## config.mk

```make
export PLATFORM = sky130hd
export DESIGN_NAME = ordered_list_insert_remove_core
export DESIGN_NICKNAME = d
export VERILOG_FILES = /design/src/hdl/olir_pkg.sv /design/src/hdl/ordered_list_insert_remove_core.sv
export SDC_FILE = /design/constraint.sdc
export NUM_CORES = 2
export LEC_CHECK = 0
export BUFFER_PORTS_ARGS = -buffer_cell sky130_fd_sc_hd__buf_2
export CORE_MARGIN = 2
export CORE_UTILIZATION = 45
export DETAILED_ROUTE_END_ITERATION = 16
export PLACE_DENSITY = 0.66
export RECOVER_POWER = 25
export SYNTH_ARGS = -nofsm -noshare
export SYNTH_HDL_FRONTEND = slang
export SYNTH_SLANG_ARGS = --single-unit
```

## constraint.sdc

```tcl
create_clock -name clk -period 6.7 [get_ports clk]
set_input_delay 1.675 -clock clk [delete_from_list [all_inputs] [get_ports clk]]
set_output_delay 1.675 -clock clk [all_outputs]
set_load 0.005 [all_outputs]
```

## src/hdl/olir_pkg.sv

```systemverilog
// Shared constants, codes and field layout of the ordered list core.
package olir_pkg;

  // List geometry
  localparam int CAPACITY   = 64;
  localparam int DATA_WIDTH = 32;
  localparam int IDX_W      = $clog2(CAPACITY);
  localparam int CNT_W      = $clog2(CAPACITY + 1);

  // Field widths of the beats
  localparam int KIND_W   = 3;
  localparam int POS_W    = 7;
  localparam int STATUS_W = 2;
  localparam int FIDX_W   = 6;
  localparam int COUNT_W  = 7;

  // Input beat layout (tdata: position, value)
  localparam int IN_POS_LO    = 0;
  localparam int IN_VAL_LO    = IN_POS_LO + POS_W;
  localparam int IN_USED_W    = IN_VAL_LO + DATA_WIDTH;
  localparam int IN_TDATA_W   = ((IN_USED_W + 7) / 8) * 8;

  // Output beat layout (tdata: data, found, found_index, count, empty_res)
  localparam int OUT_DATA_LO  = 0;
  localparam int OUT_FOUND    = OUT_DATA_LO + DATA_WIDTH;
  localparam int OUT_FIDX_LO  = OUT_FOUND + 1;
  localparam int OUT_COUNT_LO = OUT_FIDX_LO + FIDX_W;
  localparam int OUT_EMPTY    = OUT_COUNT_LO + COUNT_W;
  localparam int OUT_USED_W   = OUT_EMPTY + 1;
  localparam int OUT_TDATA_W  = ((OUT_USED_W + 7) / 8) * 8;

  // Operation codes
  localparam logic [KIND_W-1:0] OP_GET      = 3'd0;
  localparam logic [KIND_W-1:0] OP_SET      = 3'd1;
  localparam logic [KIND_W-1:0] OP_ADD      = 3'd2;
  localparam logic [KIND_W-1:0] OP_REMOVE   = 3'd3;
  localparam logic [KIND_W-1:0] OP_INDEX_OF = 3'd4;
  localparam logic [KIND_W-1:0] OP_CLEAR    = 3'd5;

  // Status codes
  localparam logic [STATUS_W-1:0] ST_OK        = 2'd0;
  localparam logic [STATUS_W-1:0] ST_ERR_INDEX = 2'd1;
  localparam logic [STATUS_W-1:0] ST_ERR_FULL  = 2'd2;

endpackage

```

## src/hdl/ordered_list_insert_remove_core.sv

```systemverilog
// Ordered list of words with get, set, insert, remove, search and clear.
//
// Usage: each beat on the s_ stream carries one operation (kind on s_tuser,
// position and value on s_tdata) and yields exactly one result beat on the
// m_ stream (status on m_tuser; data, found flag, found index, entry count
// and empty flag on m_tdata). Entries live in one single-port-read,
// single-port-write RAM with a registered read.
// Get and set do one RAM read (set then writes); clear, index and full errors
// and unused codes touch no entry; add moves entries p..n-1 one slot up,
// remove moves the entries after p one slot down, and index_of reads from
// entry 0 to the first match or the end of the list.
// Insert, remove and search step through the RAM one entry per cycle. One
// beat is worked on at a time; s_tready is high whenever the engine is idle,
// even while a finished result still waits in the output register.
// Reset empties the list (entry count to zero) at once; no clearing pass.
// A stalled receiver holds the result in the output register; the next beat
// is then accepted and worked on, and waits to be delivered.
module ordered_list_insert_remove_core (
  input  logic                                 clk,
  input  logic                                 rst,
  input  logic                                 s_tvalid,
  output logic                                 s_tready,
  // [6:0] position, [38:7] value, [39] zero
  input  logic [olir_pkg::IN_TDATA_W-1:0]      s_tdata,
  // [2:0] kind
  input  logic [olir_pkg::KIND_W-1:0]          s_tuser,
  output logic                                 m_tvalid,
  input  logic                                 m_tready,
  // [31:0] data, [32] found, [38:33] found_index, [45:39] count,
  // [46] empty_res, [47] zero
  output logic [olir_pkg::OUT_TDATA_W-1:0]     m_tdata,
  // [1:0] status
  output logic [olir_pkg::STATUS_W-1:0]        m_tuser
);

  localparam logic [2:0] S_IDLE     = 3'd0;
  localparam logic [2:0] S_START    = 3'd1;
  localparam logic [2:0] S_RMW      = 3'd2;
  localparam logic [2:0] S_SHIFT_UP = 3'd3;
  localparam logic [2:0] S_SHIFT_DN = 3'd4;
  localparam logic [2:0] S_SEARCH   = 3'd5;
  localparam logic [2:0] S_DONE     = 3'd6;

  logic [2:0]                          state;
  logic [olir_pkg::CNT_W-1:0]          cnt;
  logic [olir_pkg::CNT_W-1:0]          ptr;
  logic [olir_pkg::KIND_W-1:0]         kind;
  logic [olir_pkg::POS_W-1:0]          pos;
  logic [olir_pkg::DATA_WIDTH-1:0]     val;
  logic [olir_pkg::STATUS_W-1:0]       status;
  logic [olir_pkg::DATA_WIDTH-1:0]     data;
  logic                                found;
  logic [olir_pkg::FIDX_W-1:0]         fidx;
  logic                                rd_vld;
  logic [olir_pkg::IDX_W-1:0]          rd_addr_q;

  logic [olir_pkg::DATA_WIDTH-1:0]     mem [olir_pkg::CAPACITY];
  logic [olir_pkg::DATA_WIDTH-1:0]     mem_rdata;
  logic [olir_pkg::IDX_W-1:0]          mem_raddr;
  logic                                rd_issue;
  logic                                mem_we;
  logic [olir_pkg::IDX_W-1:0]          mem_waddr;
  logic [olir_pkg::DATA_WIDTH-1:0]     mem_wdata;

  logic [olir_pkg::IDX_W-1:0]          pos_idx;
  logic [olir_pkg::CNT_W-1:0]          ptr_dec;
  logic                                hit;
  logic                                idx_bad;
  logic                                out_load;

  assign s_tready = (state == S_IDLE);
  assign out_load = (state == S_DONE) && (!m_tvalid || m_tready);

  // Decode helpers and RAM port control
  always_comb begin
    pos_idx   = pos[olir_pkg::IDX_W-1:0];
    ptr_dec   = ptr - olir_pkg::CNT_W'(1);
    hit       = rd_vld && (mem_rdata == val);
    idx_bad   = (olir_pkg::CNT_W'(pos) >= cnt);
    rd_issue  = 1'b0;
    mem_raddr = ptr[olir_pkg::IDX_W-1:0];
    mem_we    = 1'b0;
    mem_waddr = rd_addr_q;
    mem_wdata = mem_rdata;
    unique case (state)
      S_START: begin
        if ((kind == olir_pkg::OP_GET || kind == olir_pkg::OP_SET ||
             kind == olir_pkg::OP_REMOVE) && !idx_bad) begin
          rd_issue  = 1'b1;
          mem_raddr = pos_idx;
        end
      end
      S_RMW: begin
        if (kind == olir_pkg::OP_SET) begin
          mem_we    = 1'b1;
          mem_waddr = pos_idx;
          mem_wdata = val;
        end
      end
      S_SHIFT_UP: begin
        // move the entry read last cycle one slot up, then drop in the value
        if (rd_vld) begin
          mem_we    = 1'b1;
          mem_waddr = rd_addr_q + olir_pkg::IDX_W'(1);
        end else if (olir_pkg::CNT_W'(pos) == ptr) begin
          mem_we    = 1'b1;
          mem_waddr = pos_idx;
          mem_wdata = val;
        end
        if (ptr > olir_pkg::CNT_W'(pos)) begin
          rd_issue  = 1'b1;
          mem_raddr = ptr_dec[olir_pkg::IDX_W-1:0];
        end
      end
      S_SHIFT_DN: begin
        // move each later entry one slot down; the first read is the old value
        if (rd_vld && rd_addr_q != pos_idx) begin
          mem_we    = 1'b1;
          mem_waddr = rd_addr_q - olir_pkg::IDX_W'(1);
        end
        if (ptr < cnt) begin
          rd_issue = 1'b1;
        end
      end
      S_SEARCH: begin
        if (!hit && ptr < cnt) begin
          rd_issue = 1'b1;
        end
      end
      default: begin
      end
    endcase
  end

  // Entry RAM with registered read
  always_ff @(posedge clk) begin
    if (mem_we) begin
      mem[mem_waddr] <= mem_wdata;
    end
    mem_rdata <= mem[mem_raddr];
  end

  // Track the read in flight
  always_ff @(posedge clk) begin
    if (rst) begin
      rd_vld <= 1'b0;
    end else begin
      rd_vld <= rd_issue;
    end
    rd_addr_q <= mem_raddr;
  end

  // Operation sequencer
  always_ff @(posedge clk) begin
    if (rst) begin
      state <= S_IDLE;
      cnt   <= '0;
    end else begin
      unique case (state)
        S_IDLE: begin
          if (s_tvalid) begin
            kind   <= s_tuser;
            pos    <= s_tdata[olir_pkg::IN_POS_LO +: olir_pkg::POS_W];
            val    <= s_tdata[olir_pkg::IN_VAL_LO +: olir_pkg::DATA_WIDTH];
            status <= olir_pkg::ST_OK;
            data   <= '0;
            found  <= 1'b0;
            fidx   <= '0;
            state  <= S_START;
          end
        end
        S_START: begin
          unique case (kind)
            olir_pkg::OP_GET, olir_pkg::OP_SET: begin
              if (idx_bad) begin
                status <= olir_pkg::ST_ERR_INDEX;
                state  <= S_DONE;
              end else begin
                state <= S_RMW;
              end
            end
            olir_pkg::OP_REMOVE: begin
              if (idx_bad) begin
                status <= olir_pkg::ST_ERR_INDEX;
                state  <= S_DONE;
              end else begin
                ptr   <= olir_pkg::CNT_W'(pos) + olir_pkg::CNT_W'(1);
                state <= S_SHIFT_DN;
              end
            end
            olir_pkg::OP_ADD: begin
              if (olir_pkg::CNT_W'(pos) > cnt) begin
                status <= olir_pkg::ST_ERR_INDEX;
                state  <= S_DONE;
              end else if (cnt == olir_pkg::CNT_W'(olir_pkg::CAPACITY)) begin
                status <= olir_pkg::ST_ERR_FULL;
                state  <= S_DONE;
              end else begin
                ptr   <= cnt;
                state <= S_SHIFT_UP;
              end
            end
            olir_pkg::OP_INDEX_OF: begin
              ptr   <= '0;
              state <= S_SEARCH;
            end
            olir_pkg::OP_CLEAR: begin
              cnt   <= '0;
              state <= S_DONE;
            end
            default: begin
              state <= S_DONE;
            end
          endcase
        end
        S_RMW: begin
          data  <= mem_rdata;
          state <= S_DONE;
        end
        S_SHIFT_UP: begin
          if (ptr > olir_pkg::CNT_W'(pos)) begin
            ptr <= ptr_dec;
          end else if (!rd_vld) begin
            cnt   <= cnt + olir_pkg::CNT_W'(1);
            state <= S_DONE;
          end
        end
        S_SHIFT_DN: begin
          if (rd_vld && rd_addr_q == pos_idx) begin
            data <= mem_rdata;
          end
          if (ptr < cnt) begin
            ptr <= ptr + olir_pkg::CNT_W'(1);
          end else if (!rd_vld) begin
            cnt   <= cnt - olir_pkg::CNT_W'(1);
            state <= S_DONE;
          end
        end
        S_SEARCH: begin
          if (hit) begin
            found <= 1'b1;
            fidx  <= olir_pkg::FIDX_W'(rd_addr_q);
            state <= S_DONE;
          end else if (ptr < cnt) begin
            ptr <= ptr + olir_pkg::CNT_W'(1);
          end else if (!rd_vld) begin
            state <= S_DONE;
          end
        end
        S_DONE: begin
          if (out_load) begin
            state <= S_IDLE;
          end
        end
        default: begin
          state <= S_IDLE;
        end
      endcase
    end
  end

  // Output register: hold the result until the receiver takes it
  always_ff @(posedge clk) begin
    if (rst) begin
      m_tvalid <= 1'b0;
    end else if (out_load) begin
      m_tvalid <= 1'b1;
    end else if (m_tready) begin
      m_tvalid <= 1'b0;
    end
  end

  always_ff @(posedge clk) begin
    if (out_load) begin
      m_tuser <= status;
      m_tdata <= olir_pkg::OUT_TDATA_W'({(cnt == '0), olir_pkg::COUNT_W'(cnt),
                                         fidx, found, data});
    end
  end

endmodule

```

# Yosys cells after proc, flatten, opt, wreduce, memory -nomap -nowiden
# Memories as Yosys holds them, arrays and structs flattened. A register that Yosys moved wholly into a read port is not among the register bits.
# Cells that the tools add are included.
[totals] reg_bits=157 mem_bits_rw=2048 in_bits=47 output_inout_bits=52 memories=1
[classes] add_sub_neg=7 magnitude_cmp=4 eq_ne=34 mux=67 bitwise=1 n_reduce_logical=30
[memory_table] memory="mem" depth=64 width=32 read_ports=1 rd_clocked_by_memory_dff=1 wr=1 line="ordered_list_insert_remove_core.sv:57" text="logic [olir_pkg::DATA_WIDTH-1:0] mem [olir_pkg::CAPACITY];"
[ops] cell="two-way mux 32 bit" count=5
[ops] cell="case mux 32 bit (3 select lines)" count=1
[ops] cell="two-way mux 7 bit" count=11
[ops] cell="case mux 32 bit (2 select lines)" count=1
[ops] cell="two-way mux 6 bit" count=8
[ops] cell="case mux 7 bit (3 select lines)" count=2
[ops] cell="== test 32 bit" count=1
[ops] cell="case mux 7 bit (4 select lines)" count=1
[ops] cell="two-way mux 3 bit" count=9
[ops] cell="case mux 6 bit (2 select lines)" count=2
[ops] cell="adder 7 x 1 -> 7 bit, second input constant" count=3
[ops] cell="case mux 3 bit (7 select lines)" count=1
[ops] cell="inequality test 2 bit, second input constant" count=10
[ops] cell="case mux 6 bit (3 select lines)" count=1
[ops] cell="== test 3 bit, second input constant" count=5
[ops] cell="inequality test 3 bit, second input constant" count=5
[ops] cell="> comparator 7 bit" count=2
[ops] cell="two-way mux 1 bit" count=14
[ops] cell="subtractor 7 x 1 -> 7 bit, second input constant" count=2
[ops] cell="== test 3 x 2 -> 1 bit, second input constant" count=4
[ops] cell="case mux 3 bit (4 select lines)" count=1
[ops] cell="AND reduction 6 bit" count=2
[ops] cell="two-way mux 2 bit" count=5
[ops] cell="case mux 2 bit (2 select lines)" count=2
[ops] cell="other kinds (29)" count=45

# Longest topological paths before layout
[logic_depth] word_depth=6 depth_mapped=19

# Worst setup path before layout
# Ideal clock, no wire load.
[synth_path] kind="register to register" startpoint="register state[2]" endpoint="memory mem[42][0] in the netlist's numbering, enable pin" arrival_time_ns=5.626 t_required_ns=6.198 slack_ns=0.572 path_stages_with_launch=14 synth_period_minus_slack_ns=6.128 path_cell_list="dfxtp_1 > buf_2 > inv_2 > nor2_1 > nand2_1 > clkinv_1 > nor2_1 > a221o_1 > a21oi_1 > a21oi_1 > o21a_1 > nor3_1 > nand2_1 > nor4_1"
[synth_via] elab_chain_cells=4 word_cells_on_any_way=7 classes_between="eq/ne (3); mux (4)"
[synth_rtl] element="start: declaration" line="ordered_list_insert_remove_core.sv:44" text="logic [2:0] state;"
[synth_rtl] element="start signal: assignment" line="ordered_list_insert_remove_core.sv:156" text="state <= S_IDLE;"
[synth_rtl] element="start signal: assignment" line="ordered_list_insert_remove_core.sv:169" text="state <= S_START;"
[synth_rtl] element="start signal: assignment" line="ordered_list_insert_remove_core.sv:177" text="state <= S_DONE;"
[synth_rtl] element="== test 3 bit or == test 3 x 2 -> 1 bit (tied branches)" line="ordered_list_insert_remove_core.sv:85" text="unique case (state)"
[synth_rtl] element="case mux 1 bit (3 select lines)" line="ordered_list_insert_remove_core.sv:85"
[synth_rtl] element="two-way mux 1 bit" line="ordered_list_insert_remove_core.sv:137" text="if (mem_we) begin"
[synth_rtl] element="two-way mux 1 bit (implied by the code)" line="ordered_list_insert_remove_core.sv:138" text="mem[mem_waddr] <= mem_wdata;"
[synth_rtl] element="end: declaration" line="ordered_list_insert_remove_core.sv:57"
# Parallel ways exist; a longest one is shown, timed or not.

# Final worst setup path
[layout_path] startpoint="register pos[0] in the netlist's numbering" endpoint="register mem_rdata[13] in the netlist's numbering (read register of mem)"
[layout_via] elab_chain_cells=5 word_cells_on_any_way=7 classes_between="order compare (2); mux (3); reduce/logical (2)"
[layout_rtl] element="start: declaration" line="ordered_list_insert_remove_core.sv:48" text="logic [olir_pkg::POS_W-1:0] pos;"
[layout_rtl] element="start signal: assignment" line="ordered_list_insert_remove_core.sv:163" text="pos <= s_tdata[olir_pkg::IN_POS_LO +: olir_pkg::POS_W];"
[layout_rtl] element=">= comparator 7 bit" line="ordered_list_insert_remove_core.sv:79" text="idx_bad = (olir_pkg::CNT_W'(pos) >= cnt);"
[layout_rtl] element="zero test 1 bit" line="ordered_list_insert_remove_core.sv:88" text="kind == olir_pkg::OP_REMOVE) && !idx_bad) begin"
[layout_rtl] element="logical AND 1 bit" line="ordered_list_insert_remove_core.sv:88"
[layout_rtl] element="two-way mux 6 bit" line="ordered_list_insert_remove_core.sv:87" text="if ((kind == olir_pkg::OP_GET || kind == olir_pkg::OP_SET ||"
[layout_rtl] element="case mux 6 bit (2 select lines) (*)" line="ordered_list_insert_remove_core.sv:85"
[layout_rtl] element="end: declaration" line="ordered_list_insert_remove_core.sv:58" text="logic [olir_pkg::DATA_WIDTH-1:0] mem_rdata;"
# Mark *: on every way between the ends. The rest lies on a longest branch, timed or not.
# A chain may end at the register's enable or synchronous reset.

==> results_dict.tcl <==
set metrics [dict create \
    ys_top_cells_by_area "edfxtp_1, nand2_1, nand3_1, mux2i_1, dfxtp_1" \
    design.die.area_um2 200000 \
    final_layout_size_suffix_gt1_share_pct 10.4 \
    synthCells 6418 \
    holdPathStages 0 \
    io_buffers 96 \
    end_kind "flip-flop" \
    intPower_mw 27.4 \
    drt_first_pass_iters 6 \
    synthArstFlopShare_pct 0 \
    worst-setup-path-type "flip-flop to flip-flop" \
    combPwrFrac_pct 29.7 \
    final_area_um2 100000 \
    drtIter0Drc 7611 \
    rsz0062_at_grt "no" \
    powerDensity_nw_per_um2 426 \
    grt_pass1_vias 52269 \
    cts_buffers 212 \
    power.share.clock_pct 27.4 \
    fin_skew_ns 0.0462 \
    fillers 16105 \
    slew_headroom_pct -69.2 \
    drc_errors 0 \
    cts_htree_levels 4 \
    die_y_um 448 \
    synth_top_area_share_pct 74.1 \
    power.switching_mw 15.3 \
    post_drt_wl_per_cell_um 26.6 \
    crit_fanout 18 \
    ir_drop_v 0.000336 \
    hold_viol 0 \
    synth_area_um2 88600 \
    maxSlewViolCount 631 \
    sw_frac_of_total_pct 35.8 \
    synth_enable_flop_cells 2187 \
    cts_tree "done" \
    clk_pin_slew_worst_paths_ns 0.06 \
    drv_cap 15 \
    cts.path.max_buffers 3 \
    start_util_pct 45.4 \
    syn-num-nets 6496 \
    arrival_ns 6.91 \
    row_count 162 \
    antenna_found_initial 31 \
    gr-usage-all-layers_pct 24.7 \
    post-dp-hpwl_mm 141 \
    fin_nets 6641 \
    pwr-share-seq_pct 42.9 \
    synth-main-ff-cell "edfxtp_1" \
    core_um2 195000 \
    period_needed_ns 6.10 \
    synth_largest_area_cell "edfxtp_1" \
    postCtsSetupBuffers 0 \
    rr_worst_depth 15 \
    wirelength_mm 250 \
    vias 55358 \
    yosysSeqAreaShare_pct 75.2 \
    grt_start_max_net_pins 139 \
    post-route-period-util_pct 91.1 \
    grt_first_pass_wirelength_mm 359 \
    drtAntennaViolNets 0 \
    setup_tns_ns 0 \
    required_ns 7.50 \
    ys_types 94 \
    area_growth_pct 12.9 \
    place_area_um2 93500 \
    worst_setup_path_start_kind "flip-flop" \
    status "finished with violations" \
    worstHoldPathType "flip-flop to flip-flop" \
    insertion_delay_ns 0.88 \
    p_leak_nw 33.3 \
    routabilityCongestion 0.872 \
    violations "capacitance limit, slew limit" \
    syn_avg_cell_area_um2 13.8 \
    ys_seq_elements 2237 \
    max_freq_mhz 164 \
    worst_pin_slew_ns 2.54 \
    fp.dieW_um 448 \
    synth_warnings 0 \
    cts-resized-gates 0 \
    overflow 0 \
    cts-hold-fix-buffers 0 \
    cts_root_buffer "clkbuf_16" \
    cts_sinks 2237 \
    ios 99 \
    setup_viol 0 \
    yosys-top-cells-count "edfxtp_1, nand2_1, nand3_1, mux2i_1, clkbuf_1" \
    viasPerCell 5.89 \
    synth.most_common_cell "edfxtp_1" \
]
[worst max-delay path: stages (launching register included)]
cell	delay, ns
edfxtp_1	0.33
clkbuf_1	0.51
inv_1	0.24
ha_1	0.36
nand2b_1	0.16
a211oi_1	0.35
o211a_1	0.66
a221o_2	0.38
nor2_4	0.04
inv_1	0.76
nor3_4	0.21
buf_12	0.24
a22oi_1	0.19
nand4_1	0.35
o22ai_1	0.99
or3_1	0.20
[sequential cells by signal, indices dropped and copies added, names as in the netlist, 7 cells and up]
register / count
cnt: 7
val: 32
pos: 7
mem: 2048
mem_rdata: 32
m_tdata: 47
data: 32
ptr: 7
[logic make-up (layout without fill, tap and decap cells)]
family / count (synthesis) / after routing / share of synthesized area (%)
mux: 250 / 250 / 2.85
simple gates: 2818 / 2818 / 13.9
xor+xnor: 52 / 52 / 0.514
other cells: 1 / 28 / 0.00423
fa+ha+maj: 31 / 31 / 0.446
compound gates: 610 / 610 / 4.80
buf+inv: 419 / 743 / 2.27
flops: 2237 / 2237 / 75.2
[stage by stage]
step / setup slack [ns] / total power [mW] / hold WS (ns) / std cells / utilization, %
2_1_floorplan: 0.572 / 25.8 / 0.400 / 6418 / -
4_1_cts: 1.26 / 42.5 / 0.416 / 9366 / 51.3
5_1_grt: 0.517 / 44.0 / 0.421 / 9389 / 51.2
6_report: 0.597 / 42.6 / 0.412 / 9393 / 51.2
3_3_place_gp: 1.30 / 30.7 / 0.406 / 8973 / 47.8
3_5_place_dp: 1.26 / 31.0 / 0.405 / 8973 / 47.8
[final cells by class]
type,count,area [µm²],area share (%)
Clock inverter,125,1110,1.11
Clock buffer,268,5650,5.65
Tap cell,2624,3280,3.28
Timing Repair Buffer,312,2410,2.41
Inverter,38,153,0.153
Antenna cell,27,67.6,0.0675
Multi-Input combinational cell,3762,20700,20.7
Sequential cell,2237,66700,66.6
[power groups by stage]
stage	clock (mW)	combinational, mW	sequential, mW
global route	12.3	13.4	18.3
detailed placement	0	12.5	18.5
CTS	11.8	12.5	18.2
global placement	0	12.2	18.5
finish	11.7	12.7	18.3
floorplan	0	7.37	18.5
[cell usage in the layout, fill, tap and decap left out, types with 34 or more instances in the layout]
cell type / Yosys / final
a31oi_1: 146 / 146
clkbuf_16: 0 / 215
edfxtp_1: 2187 / 2187
o22ai_1: 40 / 40
clkinv_1: 1 / 52
nand4_1: 92 / 92
nand2_1: 1700 / 1699
a22oi_1: 41 / 41
xor2_1: 34 / 34
clkbuf_1: 167 / 95
mux2i_1: 234 / 234
nand3_1: 660 / 660
clkinv_2: 0 / 36
nor2_4: 2 / 60
o21ai_0: 66 / 44
inv_1: 32 / 34
buf_4: 49 / 166
a21oi_1: 91 / 90
a32oi_1: 85 / 85
nor2_1: 109 / 52
buf_2: 133 / 53
dfxtp_1: 50 / 50
nor3_1: 81 / 76
[worst paths after layout]
check	from	end	slack, ns
setup reg to reg	pos[0]$_DFFE_PP_	mem_rdata[13]$_DFF_P_	0.60
setup / recovery	pos[0]$_DFFE_PP_	mem_rdata[13]$_DFF_P_	0.60
hold reg to reg	data[5]$_SDFFCE_PN0P_	m_tdata[5]$_DFFE_PP_	0.41
hold / removal	data[5]$_SDFFCE_PN0P_	m_tdata[5]$_DFFE_PP_	0.41
[layer usage]
| metal | vias up | track usage, % | wire length, µm |
|---|---|---|---|
| li1 | 24208 | - | - |
| met1 | 27525 | 33.7 | 96600 |
| met2 | 3107 | 38.6 | 116000 |
| met3 | 500 | 5.05 | 27300 |
| met4 | 18 | 10.2 | 9770 |
| met5 | - | 0 | 133 |
(Power assumes the default switching activity.)
